[config.mk]
export PLATFORM = sky130hd
export DESIGN_NAME = code_decompressor_bitstream_flat
export DESIGN_NICKNAME = d
export VERILOG_FILES = /design/src/sv/cdb_pkg.sv /design/src/sv/cdb_intf.sv /design/src/sv/cdb_front.sv /design/src/sv/cdb_fifo.sv /design/src/sv/cdb_back.sv /design/src/sv/code_decompressor_bitstream.sv /design/src/flat_wrapper.sv
export SDC_FILE = /design/constraint.sdc
export NUM_CORES = 2
export LEC_CHECK = 0
export BUFFER_PORTS_ARGS = -buffer_cell sky130_fd_sc_hd__buf_2
export CAP_MARGIN = 20
export CELL_PAD_IN_SITES_DETAIL_PLACEMENT = 1
export CELL_PAD_IN_SITES_GLOBAL_PLACEMENT = 2
export CORE_MARGIN = 4
export CORE_UTILIZATION = 42
export DETAILED_ROUTE_END_ITERATION = 10
export PLACE_DENSITY = 0.8
export SLEW_MARGIN = 20
export SYNTH_ARGS = -nofsm -noshare
export SYNTH_HDL_FRONTEND = slang
export SYNTH_SLANG_ARGS = --single-unit
[constraint.sdc]
create_clock -name clk -period 5.75 [get_ports clk]
set_clock_uncertainty 0.1 [all_clocks]
set_input_delay 0.2875 -clock clk [delete_from_list [all_inputs] [get_ports clk]]
set_output_delay 0.2875 -clock clk [all_outputs]
set_load 0.01 [all_outputs]
[src/sv/cdb_pkg.sv]
`default_nettype none
package cdb_pkg;

    localparam int unsigned WORD_W     = 32;
    localparam int unsigned BUF_W      = 128;
    localparam int unsigned NBITS_W    = 8;
    localparam int unsigned DICT_DEPTH = 8;
    localparam int unsigned DICT_IDX_W = 3;
    localparam int unsigned MAX_RESULTS = 28;
    localparam int unsigned CNT_W      = 5;
    localparam int unsigned Q_DEPTH    = 4;
    localparam int unsigned Q_PTR_W    = 2;

    typedef enum logic [2:0] {
        CODE_REPEAT   = 3'b000,
        CODE_MASK     = 3'b001,
        CODE_FLIP1    = 3'b010,
        CODE_FLIP_ADJ = 3'b011,
        CODE_FLIP2    = 3'b100,
        CODE_DIRECT   = 3'b101,
        CODE_RAW      = 3'b110,
        CODE_STOP     = 3'b111
    } code_t;

    typedef enum logic {
        FE_IDLE,
        FE_DECODE
    } fe_state_t;

    typedef struct packed {
        logic [WORD_W-1:0] word;
        logic [1:0]        reps;
        logic              last;
    } q_entry_t;

    typedef struct packed {
        logic     push;
        q_entry_t entry;
    } q_push_t;

    function automatic logic [5:0] rec_len(input code_t code);
        logic [5:0] len;
        case (code)
            CODE_REPEAT:   len = 6'd5;
            CODE_MASK:     len = 6'd15;
            CODE_FLIP1:    len = 6'd11;
            CODE_FLIP_ADJ: len = 6'd11;
            CODE_FLIP2:    len = 6'd16;
            CODE_DIRECT:   len = 6'd6;
            CODE_RAW:      len = 6'd35;
            CODE_STOP:     len = 6'd3;
            default:       len = 6'd3;
        endcase
        return len;
    endfunction

    function automatic logic [WORD_W-1:0] bit_at(input logic [4:0] idx);
        return 32'h8000_0000 >> idx;
    endfunction

endpackage
`default_nettype wire

[src/sv/cdb_intf.sv]
`default_nettype none
interface cdb_in_if;
    logic        valid;
    logic        ready;
    logic [31:0] stream_word;
    logic        start_of_stream;
    modport source (output valid, output stream_word, output start_of_stream, input ready);
    modport sink (input valid, input stream_word, input start_of_stream, output ready);
endinterface

interface cdb_out_if;
    logic        valid;
    logic        ready;
    logic [31:0] instruction_out;
    logic        last_of_run;
    modport source (output valid, output instruction_out, output last_of_run, input ready);
    modport sink (input valid, input instruction_out, input last_of_run, output ready);
endinterface
`default_nettype wire

[src/sv/cdb_front.sv]
`default_nettype none
module cdb_front (
    input  wire logic                    clk,
    input  wire logic                    rst_n,
    input  wire logic                    cfg_we,
    input  wire logic [2:0]              cfg_index,
    input  wire logic [31:0]             cfg_data,
    cdb_in_if.sink                       in_stream,
    input  wire logic                    q_full,
    output cdb_pkg::q_push_t             q_push
);

    logic [cdb_pkg::WORD_W-1:0]  dict_reg [cdb_pkg::DICT_DEPTH];
    logic [cdb_pkg::BUF_W-1:0]   buf_reg, buf_next;
    logic [cdb_pkg::NBITS_W-1:0] nbits_reg, nbits_next;
    logic                        stop_reg, stop_next;
    logic [cdb_pkg::WORD_W-1:0]  prev_reg, prev_next;
    logic [cdb_pkg::CNT_W-1:0]   cnt_reg, cnt_next;
    logic                        hold_valid_reg, hold_valid_next;
    cdb_pkg::q_entry_t           hold_reg, hold_next;
    cdb_pkg::fe_state_t          state_reg, state_next;

    cdb_pkg::code_t              code;
    logic [5:0]                  len;
    logic                        avail;
    logic [2:0]                  needed;
    logic                        fits;
    logic                        stall;
    logic                        take;
    logic                        finish;
    logic                        accept;
    logic [cdb_pkg::DICT_IDX_W-1:0] didx;
    logic [cdb_pkg::WORD_W-1:0]  dword;
    logic [cdb_pkg::WORD_W-1:0]  new_word;
    logic [4:0]                  loc;
    logic [cdb_pkg::BUF_W-1:0]   base_buf;
    logic [cdb_pkg::NBITS_W-1:0] base_n;
    logic                        base_stop;

    assign accept = in_stream.valid && in_stream.ready;
    assign in_stream.ready = (state_reg == cdb_pkg::FE_IDLE);

    assign code   = cdb_pkg::code_t'(buf_reg[127:125]);
    assign len    = cdb_pkg::rec_len(code);
    assign avail  = (nbits_reg >= 8'd3) && (nbits_reg >= {2'b00, len});
    assign needed = (code == cdb_pkg::CODE_REPEAT) ? ({1'b0, buf_reg[124:123]} + 3'd1) : 3'd1;
    assign fits   = ({1'b0, cnt_reg} + {3'b000, needed}) <= 6'(cdb_pkg::MAX_RESULTS);
    assign stall  = hold_valid_reg && q_full;
    assign take   = (state_reg == cdb_pkg::FE_DECODE) && !stall && avail
                    && (code != cdb_pkg::CODE_STOP) && fits;
    assign finish = (state_reg == cdb_pkg::FE_DECODE) && !stall && !take;
    assign loc    = buf_reg[124:120];

    always_comb
    begin
        case (code)
            cdb_pkg::CODE_MASK:   didx = buf_reg[115:113];
            cdb_pkg::CODE_FLIP1,
            cdb_pkg::CODE_FLIP_ADJ: didx = buf_reg[119:117];
            cdb_pkg::CODE_FLIP2:  didx = buf_reg[114:112];
            cdb_pkg::CODE_DIRECT: didx = buf_reg[124:122];
            default:              didx = '0;
        endcase
    end

    assign dword = dict_reg[didx];

    always_comb
    begin
        case (code)
            cdb_pkg::CODE_REPEAT:   new_word = prev_reg;
            cdb_pkg::CODE_MASK:     new_word = dword ^ ({buf_reg[119:116], 28'd0} >> loc);
            cdb_pkg::CODE_FLIP1:    new_word = dword ^ cdb_pkg::bit_at(loc);
            cdb_pkg::CODE_FLIP_ADJ:
                new_word = dword ^ cdb_pkg::bit_at(loc)
                           ^ ((loc == 5'd31) ? 32'd0 : cdb_pkg::bit_at(loc + 5'd1));
            cdb_pkg::CODE_FLIP2:
                new_word = dword ^ cdb_pkg::bit_at(loc) ^ cdb_pkg::bit_at(buf_reg[119:115]);
            cdb_pkg::CODE_DIRECT:   new_word = dword;
            cdb_pkg::CODE_RAW:      new_word = buf_reg[124:93];
            default:                new_word = prev_reg;
        endcase
    end

    always_comb
    begin
        state_next = state_reg;
        case (state_reg)
            cdb_pkg::FE_IDLE:
                if (accept && !(stop_reg && !in_stream.start_of_stream))
                    state_next = cdb_pkg::FE_DECODE;
            cdb_pkg::FE_DECODE:
                if (finish)
                    state_next = cdb_pkg::FE_IDLE;
            default: state_next = cdb_pkg::FE_IDLE;
        endcase
    end

    always_comb
    begin
        base_buf  = in_stream.start_of_stream ? '0 : buf_reg;
        base_n    = in_stream.start_of_stream ? '0 : nbits_reg;
        base_stop = in_stream.start_of_stream ? 1'b0 : stop_reg;

        buf_next        = buf_reg;
        nbits_next      = nbits_reg;
        stop_next       = stop_reg;
        prev_next       = prev_reg;
        cnt_next        = cnt_reg;
        hold_valid_next = hold_valid_reg;
        hold_next       = hold_reg;
        q_push          = '0;

        if (accept)
        begin
            buf_next   = base_buf;
            nbits_next = base_n;
            stop_next  = base_stop;
            cnt_next   = '0;
            if (in_stream.start_of_stream)
                prev_next = '0;
            if (!base_stop && (base_n <= 8'd96))
            begin
                buf_next   = base_buf | ({in_stream.stream_word, 96'd0} >> base_n);
                nbits_next = base_n + 8'd32;
            end
        end

        if (take)
        begin
            buf_next        = buf_reg << len;
            nbits_next      = nbits_reg - {2'b00, len};
            cnt_next        = cnt_reg + {2'b00, needed};
            prev_next       = new_word;
            q_push.push     = hold_valid_reg;
            q_push.entry    = hold_reg;
            q_push.entry.last = 1'b0;
            hold_valid_next = 1'b1;
            hold_next.word  = new_word;
            hold_next.reps  = (code == cdb_pkg::CODE_REPEAT) ? buf_reg[124:123] : 2'd0;
            hold_next.last  = 1'b0;
        end

        if (finish)
        begin
            if (avail && (code == cdb_pkg::CODE_STOP))
            begin
                stop_next  = 1'b1;
                buf_next   = '0;
                nbits_next = '0;
            end
            q_push.push       = hold_valid_reg;
            q_push.entry      = hold_reg;
            q_push.entry.last = 1'b1;
            hold_valid_next   = 1'b0;
        end
    end

    always_ff @(posedge clk or negedge rst_n)
    begin
        if (!rst_n)
        begin
            state_reg      <= cdb_pkg::FE_IDLE;
            buf_reg        <= '0;
            nbits_reg      <= '0;
            stop_reg       <= 1'b0;
            prev_reg       <= '0;
            cnt_reg        <= '0;
            hold_valid_reg <= 1'b0;
            for (int i = 0; i < cdb_pkg::DICT_DEPTH; i++)
                dict_reg[i] <= '0;
        end
        else
        begin
            state_reg      <= state_next;
            buf_reg        <= buf_next;
            nbits_reg      <= nbits_next;
            stop_reg       <= stop_next;
            prev_reg       <= prev_next;
            cnt_reg        <= cnt_next;
            hold_valid_reg <= hold_valid_next;
            if (cfg_we)
                dict_reg[cfg_index] <= cfg_data;
        end
    end

    always_ff @(posedge clk)
    begin
        hold_reg <= hold_next;
    end

endmodule
`default_nettype wire

[src/sv/cdb_fifo.sv]
`default_nettype none
module cdb_fifo (
    input  wire logic              clk,
    input  wire logic              rst_n,
    input  wire cdb_pkg::q_push_t  q_push,
    output logic                   full,
    output logic                   empty,
    input  wire logic              pop,
    output cdb_pkg::q_entry_t      head
);

    cdb_pkg::q_entry_t            mem_reg [cdb_pkg::Q_DEPTH];
    logic [cdb_pkg::Q_PTR_W-1:0]  wr_reg, wr_next;
    logic [cdb_pkg::Q_PTR_W-1:0]  rd_reg, rd_next;
    logic [cdb_pkg::Q_PTR_W:0]    cnt_reg, cnt_next;
    logic                         do_push;
    logic                         do_pop;

    assign full    = (cnt_reg == (cdb_pkg::Q_PTR_W+1)'(cdb_pkg::Q_DEPTH));
    assign empty   = (cnt_reg == '0);
    assign do_push = q_push.push && !full;
    assign do_pop  = pop && !empty;
    assign head    = mem_reg[rd_reg];

    always_comb
    begin
        wr_next  = do_push ? wr_reg + 1'b1 : wr_reg;
        rd_next  = do_pop ? rd_reg + 1'b1 : rd_reg;
        cnt_next = cnt_reg + {{cdb_pkg::Q_PTR_W{1'b0}}, do_push}
                   - {{cdb_pkg::Q_PTR_W{1'b0}}, do_pop};
    end

    always_ff @(posedge clk or negedge rst_n)
    begin
        if (!rst_n)
        begin
            wr_reg  <= '0;
            rd_reg  <= '0;
            cnt_reg <= '0;
        end
        else
        begin
            wr_reg  <= wr_next;
            rd_reg  <= rd_next;
            cnt_reg <= cnt_next;
        end
    end

    always_ff @(posedge clk)
    begin
        if (do_push)
            mem_reg[wr_reg] <= q_push.entry;
    end

endmodule
`default_nettype wire

[src/sv/cdb_back.sv]
`default_nettype none
module cdb_back (
    input  wire logic              clk,
    input  wire logic              rst_n,
    input  wire logic              empty,
    input  wire cdb_pkg::q_entry_t head,
    output logic                   pop,
    cdb_out_if.source              out_instr
);

    logic                         valid_reg, valid_next;
    logic [cdb_pkg::WORD_W-1:0]   word_reg, word_next;
    logic [1:0]                   rem_reg, rem_next;
    logic                         last_reg, last_next;
    logic                         beat;
    logic                         load;

    assign beat = valid_reg && out_instr.ready;
    assign load = !valid_reg || (beat && (rem_reg == 2'd0));
    assign pop  = load && !empty;

    assign out_instr.valid           = valid_reg;
    assign out_instr.instruction_out = word_reg;
    assign out_instr.last_of_run     = last_reg && (rem_reg == 2'd0);

    always_comb
    begin
        valid_next = valid_reg;
        word_next  = word_reg;
        rem_next   = rem_reg;
        last_next  = last_reg;
        if (beat && (rem_reg != 2'd0))
            rem_next = rem_reg - 2'd1;
        if (load)
        begin
            valid_next = !empty;
            word_next  = head.word;
            rem_next   = head.reps;
            last_next  = head.last;
        end
    end

    always_ff @(posedge clk or negedge rst_n)
    begin
        if (!rst_n)
        begin
            valid_reg <= 1'b0;
            rem_reg   <= '0;
        end
        else
        begin
            valid_reg <= valid_next;
            rem_reg   <= rem_next;
        end
    end

    always_ff @(posedge clk)
    begin
        word_reg <= word_next;
        last_reg <= last_next;
    end

endmodule
`default_nettype wire

[src/sv/code_decompressor_bitstream.sv]
`default_nettype none
// Bitmask-dictionary decompressor. Each accepted beat appends 32 stream bits to a 128-bit
// buffer, unless a stop has ended the stream or the buffer holds more than 96 bits; the
// front end then decodes one record per cycle, while the queue has room, into a four-entry
// queue, and the back end emits one instruction per cycle while the output is ready (a
// repeat record emits its word up to four times). A new beat is accepted only when the
// front end has finished decoding the previous one. The eight dictionary words are to be
// written through the cfg port only while the block is idle; the block does not enforce it.
module code_decompressor_bitstream (
    input  wire logic        clk,
    input  wire logic        rst_n,
    input  wire logic        cfg_we,
    input  wire logic [2:0]  cfg_index,
    input  wire logic [31:0] cfg_data,
    cdb_in_if.sink           in_stream,
    cdb_out_if.source        out_instr
);

    cdb_pkg::q_push_t  q_push;
    cdb_pkg::q_entry_t head;
    logic              q_full;
    logic              q_empty;
    logic              pop;

    cdb_front u_front (
        .clk       (clk),
        .rst_n     (rst_n),
        .cfg_we    (cfg_we),
        .cfg_index (cfg_index),
        .cfg_data  (cfg_data),
        .in_stream (in_stream),
        .q_full    (q_full),
        .q_push    (q_push)
    );

    cdb_fifo u_fifo (
        .clk    (clk),
        .rst_n  (rst_n),
        .q_push (q_push),
        .full   (q_full),
        .empty  (q_empty),
        .pop    (pop),
        .head   (head)
    );

    cdb_back u_back (
        .clk       (clk),
        .rst_n     (rst_n),
        .empty     (q_empty),
        .head      (head),
        .pop       (pop),
        .out_instr (out_instr)
    );

    a_no_push_when_full: assert property (@(posedge clk) disable iff (!rst_n)
        !(q_push.push && q_full))
        else $error("queue push while full");

    a_idle_no_push: assert property (@(posedge clk) disable iff (!rst_n)
        in_stream.ready |-> !q_push.push)
        else $error("front end pushed while idle");

    a_pop_not_empty: assert property (@(posedge clk) disable iff (!rst_n)
        (pop && !q_empty) |=> out_instr.valid)
        else $error("popped entry not presented");

endmodule
`default_nettype wire

[src/flat_wrapper.sv]
// flat-port wrapper written by rule: the top's interface ports become plain ports
module code_decompressor_bitstream_flat 
  (clk, rst_n, cfg_we, cfg_index, cfg_data, in_stream_valid, in_stream_stream_word, in_stream_start_of_stream, in_stream_ready, out_instr_valid, out_instr_instruction_out, out_instr_last_of_run, out_instr_ready);
  cdb_in_if in_stream_i ();
  cdb_out_if out_instr_i ();
  input  wire logic clk;
  input  wire logic rst_n;
  input  wire logic cfg_we;
  input  wire logic [2:0] cfg_index;
  input  wire logic [31:0] cfg_data;
  input wire logic [$bits(in_stream_i.valid)-1:0] in_stream_valid;
  input wire logic [$bits(in_stream_i.stream_word)-1:0] in_stream_stream_word;
  input wire logic [$bits(in_stream_i.start_of_stream)-1:0] in_stream_start_of_stream;
  output wire logic [$bits(in_stream_i.ready)-1:0] in_stream_ready;
  output wire logic [$bits(out_instr_i.valid)-1:0] out_instr_valid;
  output wire logic [$bits(out_instr_i.instruction_out)-1:0] out_instr_instruction_out;
  output wire logic [$bits(out_instr_i.last_of_run)-1:0] out_instr_last_of_run;
  input wire logic [$bits(out_instr_i.ready)-1:0] out_instr_ready;
  assign in_stream_i.valid = in_stream_valid;
  assign in_stream_i.stream_word = in_stream_stream_word;
  assign in_stream_i.start_of_stream = in_stream_start_of_stream;
  assign in_stream_ready = in_stream_i.ready;
  assign out_instr_valid = out_instr_i.valid;
  assign out_instr_instruction_out = out_instr_i.instruction_out;
  assign out_instr_last_of_run = out_instr_i.last_of_run;
  assign out_instr_i.ready = out_instr_ready;
  code_decompressor_bitstream u_core (.clk(clk), .rst_n(rst_n), .cfg_we(cfg_we), .cfg_index(cfg_index), .cfg_data(cfg_data), .in_stream(in_stream_i), .out_instr(out_instr_i));
endmodule
Word level (Yosys, flattened, before mapping)
Memory sizes are Yosys's and may differ from the RTL's. Cells that the tools add are included.

Muxes and demuxes: 42. Equal/unequal tests: 10. Add/sub/neg operators: 11. Bitwise gates (word level): 8. Shifts and indexed selects: 6. Reductions and logical operators: 39. $lt $le $gt $ge: 7.

Operators with widths (count): $mux W128 (6); $bwmux W256 (1); $mux W32 (7); $pmux W32 S6 (1); $or A128 B128 Y128 (1); $shl A128 B6 Y128 (1); $shr A128 B8 Y128 (1); $xor A32 B32 Y32 (4); $bmux W32 S3 (1); $demux W32 S3 (1); $shr A32 B5 Y32 const A (3); $mux W36 (2); $mux W8 (6); $shr A32 B5 Y32 (1); $logic_and A1 B1 Y1 (20); $eq A3 B3 Y1 const B (5); $pmux W3 S4 (1); $mux W1 (10); $mux W5 (2); $reduce_bool A2 Y1 (5); $add A8 B6 Y8 const B (1); $ge A4 B4 Y1 const B (2); $ge A8 B2 Y1 const B (1); $ge A8 B6 Y1 (1); other kinds (27) (39).

ROM bits: 48. Memories: 2. Output and inout bits: 35. RAM bits: 140. Flip-flop bits (word level): 509.

Memory list: u_core.u_fifo.mem_reg (depth 4, bits a word 35, read ports 1, clocked after memory_dff 0, wr ports 1, line cdb_fifo.sv:12) `cdb_pkg::q_entry_t mem_reg [cdb_pkg::Q_DEPTH];`; (name not given) (depth 8, bits a word 6, read ports 1, clocked after memory_dff 0, wr ports 0, line cdb_pkg.sv:43) `case (code)`.

Longest topological paths before layout
Word-level depth: 13. Depth in mapped cells: 21. Gate-level depth less buffers: 16.

By module
Synthesis repeated with hierarchy kept, for this count alone.

Cells, all modules: 4349. Area total of the unflattened synthesis: 42016.5 um^2.

By module, submodules not included: cdb_front (cells an instance 4071, sequential area each 11831.3 um^2, instances 1, area an instance 35282.6 um^2); cdb_fifo (cells an instance 224, sequential area each 4379.2 um^2, instances 1, area an instance 5572.8 um^2); cdb_back (cells an instance 54, sequential area each 1066.0 um^2, instances 1, area an instance 1161.1 um^2).

Worst setup path before layout
No wires, ideal clock.

Path kind: register to register. Start: register u_core.u_front.buf_reg[125] in the netlist's numbering. End: register u_core.u_front.buf_reg[85] in the netlist's numbering. Stages on the path, launching flop included: 20. Path buffers: 7. Setup time: 0.076 ns. Path slack: 0.669 ns. Data arrival time: 4.905 ns. Cells stage by stage: dfrtp_1 -> buf_4 -> or2_1 -> buf_2 -> inv_2 -> clkbuf_1 -> buf_1 -> buf_1 -> and3_1 -> ha_1 -> xnor2_1 -> a21boi_0 -> o21a_1 -> o21ai_0 -> nand3_1 -> inv_1 -> clkbuf_1 -> clkbuf_1 -> o21ai_0 -> nand3_1.

Cells in the longest elaborated chain, start to end: 9. Elaborated cells on any way between the ends: 19.

Ends and longest elaborated chain: start: declaration (line cdb_front.sv:14) `logic [cdb_pkg::BUF_W-1:0] buf_reg, buf_next;`; start signal: assignment (line cdb_front.sv:176) `buf_reg <= buf_next;`; branches (longest 8 deep; another with $add A5 B3 Y6); $mux W128 * (line cdb_front.sv:144) `if (finish)`; via u_core.u_front.buf_next (one bit) (line cdb_front.sv:14).

Mark *: on every way through the listed nets, which the timed path passes. A chain may end at the register's enable or synchronous reset.

Worst setup path in the final report
Start: register u_core.u_front.buf_reg[126] in the netlist's numbering. End: register u_core.u_front.prev_reg[12] in the netlist's numbering.

Cells in the longest elaborated chain, start to end: 11. Elaborated cells on any way between the ends: 32.

Ends and longest elaborated chain: $eq A3 B2 Y1 (line cdb_front.sv:56, cdb_front.sv:70); $reduce_or A2 Y1 (line cdb_front.sv:56) `case (code)`; $pmux W3 S4 (line cdb_front.sv:56); $not A3 Y4 (not written as such) (line cdb_front.sv:66) `assign dword = dict_reg[didx];`; $bmux W32 S3 (line cdb_front.sv:66); $mux W32 (not written as such) (2 in series) (line cdb_front.sv:66); $xor A32 B32 Y32 (line cdb_front.sv:73, cdb_front.sv:75, cdb_front.sv:78); $xor A32 B32 Y32, on equally long branches (line cdb_front.sv:78, cdb_front.sv:76); $pmux W32 S6 (line cdb_front.sv:70) `case (code)`; $mux W32 (line cdb_front.sv:129) `if (take)`; end signal: assignment (line cdb_front.sv:179) `prev_reg <= prev_next;`; end: declaration (line cdb_front.sv:17) `logic [cdb_pkg::WORD_W-1:0] prev_reg, prev_next;`.

Several ways; a longest one is shown, not always the timed one. The select of a mux whose other input is x is not followed.

==> impl_metrics.tcl <==
set metrics [dict create \
    grt_max_degree 145 \
    worst_pin_slew_ns 1.21 \
    place_ws_ns 1.22 \
    largest_reg_flops 256 \
    yosys.area.top_type "dfrtp_1" \
    cts_made_buffers 77 \
    critPathKind "flop to flop" \
    overflow 0 \
    fmax_mhz 214 \
    seq_area_frac_synth 0.415 \
    syn_area_per_cell_um2 9.73 \
    pwr-share-seq 0.235 \
    hold_class "input port to async pin" \
    slew_violations 0 \
    yosysMostFrequentCell "nand2_1" \
    drive_gt1_frac 0.186 \
    drcViolationCount 0 \
    period_share 0.812 \
    syn2layout_area_growth_pct 11.2 \
    rows 115 \
    hpwl_um 118000 \
    via_per_inst 6.63 \
    crit_path_start_kind "flop" \
    clockPowerShare 0.144 \
    synthesis.area_um2 41600 \
    ant_nets 0 \
    cts_setup_buffers 0 \
    drt_iter0_drc 4361 \
    path_cells "or2_4, nor2_1, buf_4, nand2_1, ha_1, inv_1, fa_1, xnor2_1, a21boi_0, and3b_1, o21ai_0, nand3_4, buf_4, nand2_1, o221a_1, nor2_1" \
    cts_tree "yes" \
    ys_ff_latch 649 \
    wirelength_um 172000 \
    core_um2 98400 \
    total_leakage_power_nw 18.6 \
    port_buffers 107 \
    grt_pass1_wl_um 255000 \
    worst_skew_pair.late_latency_ns 0.67 \
    track_usage 0.325 \
    via_count 37100 \
    critical_path.slowest_cell "dfrtp_4" \
    max_slew_margin 0.192 \
    tns_ns 0 \
    globalplace.congestion 0.985 \
    synthFlopType "dfrtp_1" \
    ys_top_cells_by_area "dfrtp_1, edfxtp_1, mux2_2" \
    p_per_area_nw_per_um2 744 \
    synth_top_area_frac 0.266 \
    synthCells 4278 \
    layout_setup_ws_ns 1.08 \
    rsz0062_at_grt "no" \
    clock_path_buffers 3 \
    path_clk_slew_ns 0.06 \
    finalSetupViolCount 0 \
    chipHeight_um 323 \
    crit_path_max_fanout 33 \
    critPathArrivalTime_ns 5.15 \
    root_buffer "clkbuf_16" \
    worstSetupEndpointType "flop" \
    start_util 0.423 \
    intPower_mw 16.5 \
    cp_data_required_time_ns 6.24 \
    p_sw_frac 0.521 \
    synth_cell_types 97 \
    slowest_delay_ns 0.65 \
    hold_viol 0 \
    max-vdd-ir-drop_mv 0.441 \
    fill_cells 11000 \
    synth_nets 4375 \
    io_pins 108 \
    min_period_ns 4.67 \
    fp.dieW_um 323 \
    firstDrtPassIters 7 \
    switchingPower_mw 17.9 \
    synth-edff-count 207 \
    die-area_um2 104000 \
    maxCapViolCount 0 \
    antenna_found_initial 11 \
    wl_per_cell_um 30.7 \
    synth.top_cells.by_count "nand2_1, dfrtp_1, nor2_1" \
    grt_pass1_vias 36900 \
    clock-sinks 649 \
    synth_async_sr_flop_share 0.681 \
    cts_max_level 3 \
    nNetsFinal 4349 \
    combinationalPowerShare 0.621 \
    yosysWarnings 0 \
    status "completed" \
]
==> logic make-up after synthesis <==
kind of cell	share of synthesized area
xor gates and xnor gates	0.0215
muxes	0.192
DFF	0.415
AOI/OAI and AO/OA	0.167
buffers and inverters	0.0445
and+or+nand+nor	0.152
adders and majority gates	0.00775
==> repair_timing <==
item / CTS / global route
hold buffers: 34 / 0
resized for setup: 0 / 0
hold endpoints to repair: 335 / 0
==> cells in the final DEF (no fill, tap or decap), types with 52 or more instances in the layout <==
cell type | synthesis | final
a211oi_1 | 63 | 63
a21oi_1 | 240 | 239
a22oi_1 | 81 | 81
and2_1 | 64 | 59
buf_2 | 69 | 106
buf_4 | 22 | 123
clkbuf_16 | 0 | 77
dfrtp_1 | 442 | 438
edfxtp_1 | 207 | 207
mux2_2 | 276 | 276
mux2i_1 | 275 | 275
mux4_2 | 95 | 95
nand2_1 | 664 | 663
nand3_1 | 123 | 122
nand4_1 | 92 | 92
nor2_1 | 307 | 303
o21ai_0 | 205 | 202
xnor2_1 | 52 | 52
==> path summary, 6_finish.rpt <==
check	end	depth (start not counted)	slack, ns	from
max	u_core.u_front.prev_reg[12]	16	1.08	u_core.u_front.buf_reg[126]
min	u_core.u_front.dict_reg[137]	2	0.10	rst_n
max reg2reg	u_core.u_front.prev_reg[12]	16	1.08	u_core.u_front.buf_reg[126]
min reg2reg	u_core.u_front.cnt_reg[4]	1	0.40	u_core.u_front.cnt_reg[4]
max in group asynchronous	u_core.u_front.dict_reg[109]	3	4.03	rst_n
min in group clk	u_core.u_front.buf_reg[49]	5	0.23	in_stream_start_of_stream
==> area by class of cell <==
cell class              instances  area (µm²)  area share
diodes                          1        2.50   0.0000541
clock buffers                 104        2110      0.0455
clock inverters                36         437     0.00943
inverters                      43         170     0.00368
multi-input cells            3205       22600       0.489
flip-flops and latches        649       17300       0.374
well taps                    1287        1610      0.0348
repair buffers                276        2040      0.0440
==> through the flow <==
step	std cells	instance area [µm²]	hold slack (ns)	total power [mW]	utilization
6_report	5601	46300	0.102	34.5	0.470
3_5_place_dp	5425	43400	0.244	28.7	0.441
5_1_grt	5600	46300	0.147	36.0	0.470
3_3_place_gp	5425	43400	0.247	28.3	0.441
2_1_floorplan	4278	41600	-0.108	21.2	-
4_1_cts	5599	46300	0.106	33.8	0.470
==> power groups by stage <==
stage / clock network [mW] / registers [mW] / logic, mW
floorplan: 0 / 7.31 / 13.9
global placement: 0 / 8.01 / 20.3
detailed placement: 0 / 8.08 / 20.6
CTS: 5.03 / 8.01 / 20.7
global route: 5.23 / 8.18 / 22.6
finish: 4.95 / 8.11 / 21.4
==> critical path: cells and delay by family, from the launching register on <==
family / cells / cell delay (ns)
XOR/XNOR: 1 / 0.24
buffers and inverters: 3 / 0.58
flip-flops: 1 / 0.65
adder cells (fa/ha/maj): 2 / 0.60
AND/OR/NAND/NOR: 7 / 1.52
AO/OA/AOI/OAI: 3 / 0.86
==> per-layer routing <==
metal / share of wire / vias up / wire length, µm / track usage
li1: - / 15800 / - / -
met5: 0.00049 / - / 85 / 0
met4: 0.032 / 12 / 5480 / 0.0974
met1: 0.44 / 19200 / 75700 / 0.473
met2: 0.43 / 1778 / 74400 / 0.484
met3: 0.096 / 302 / 16500 / 0.0720
(Power assumes the default switching activity.)
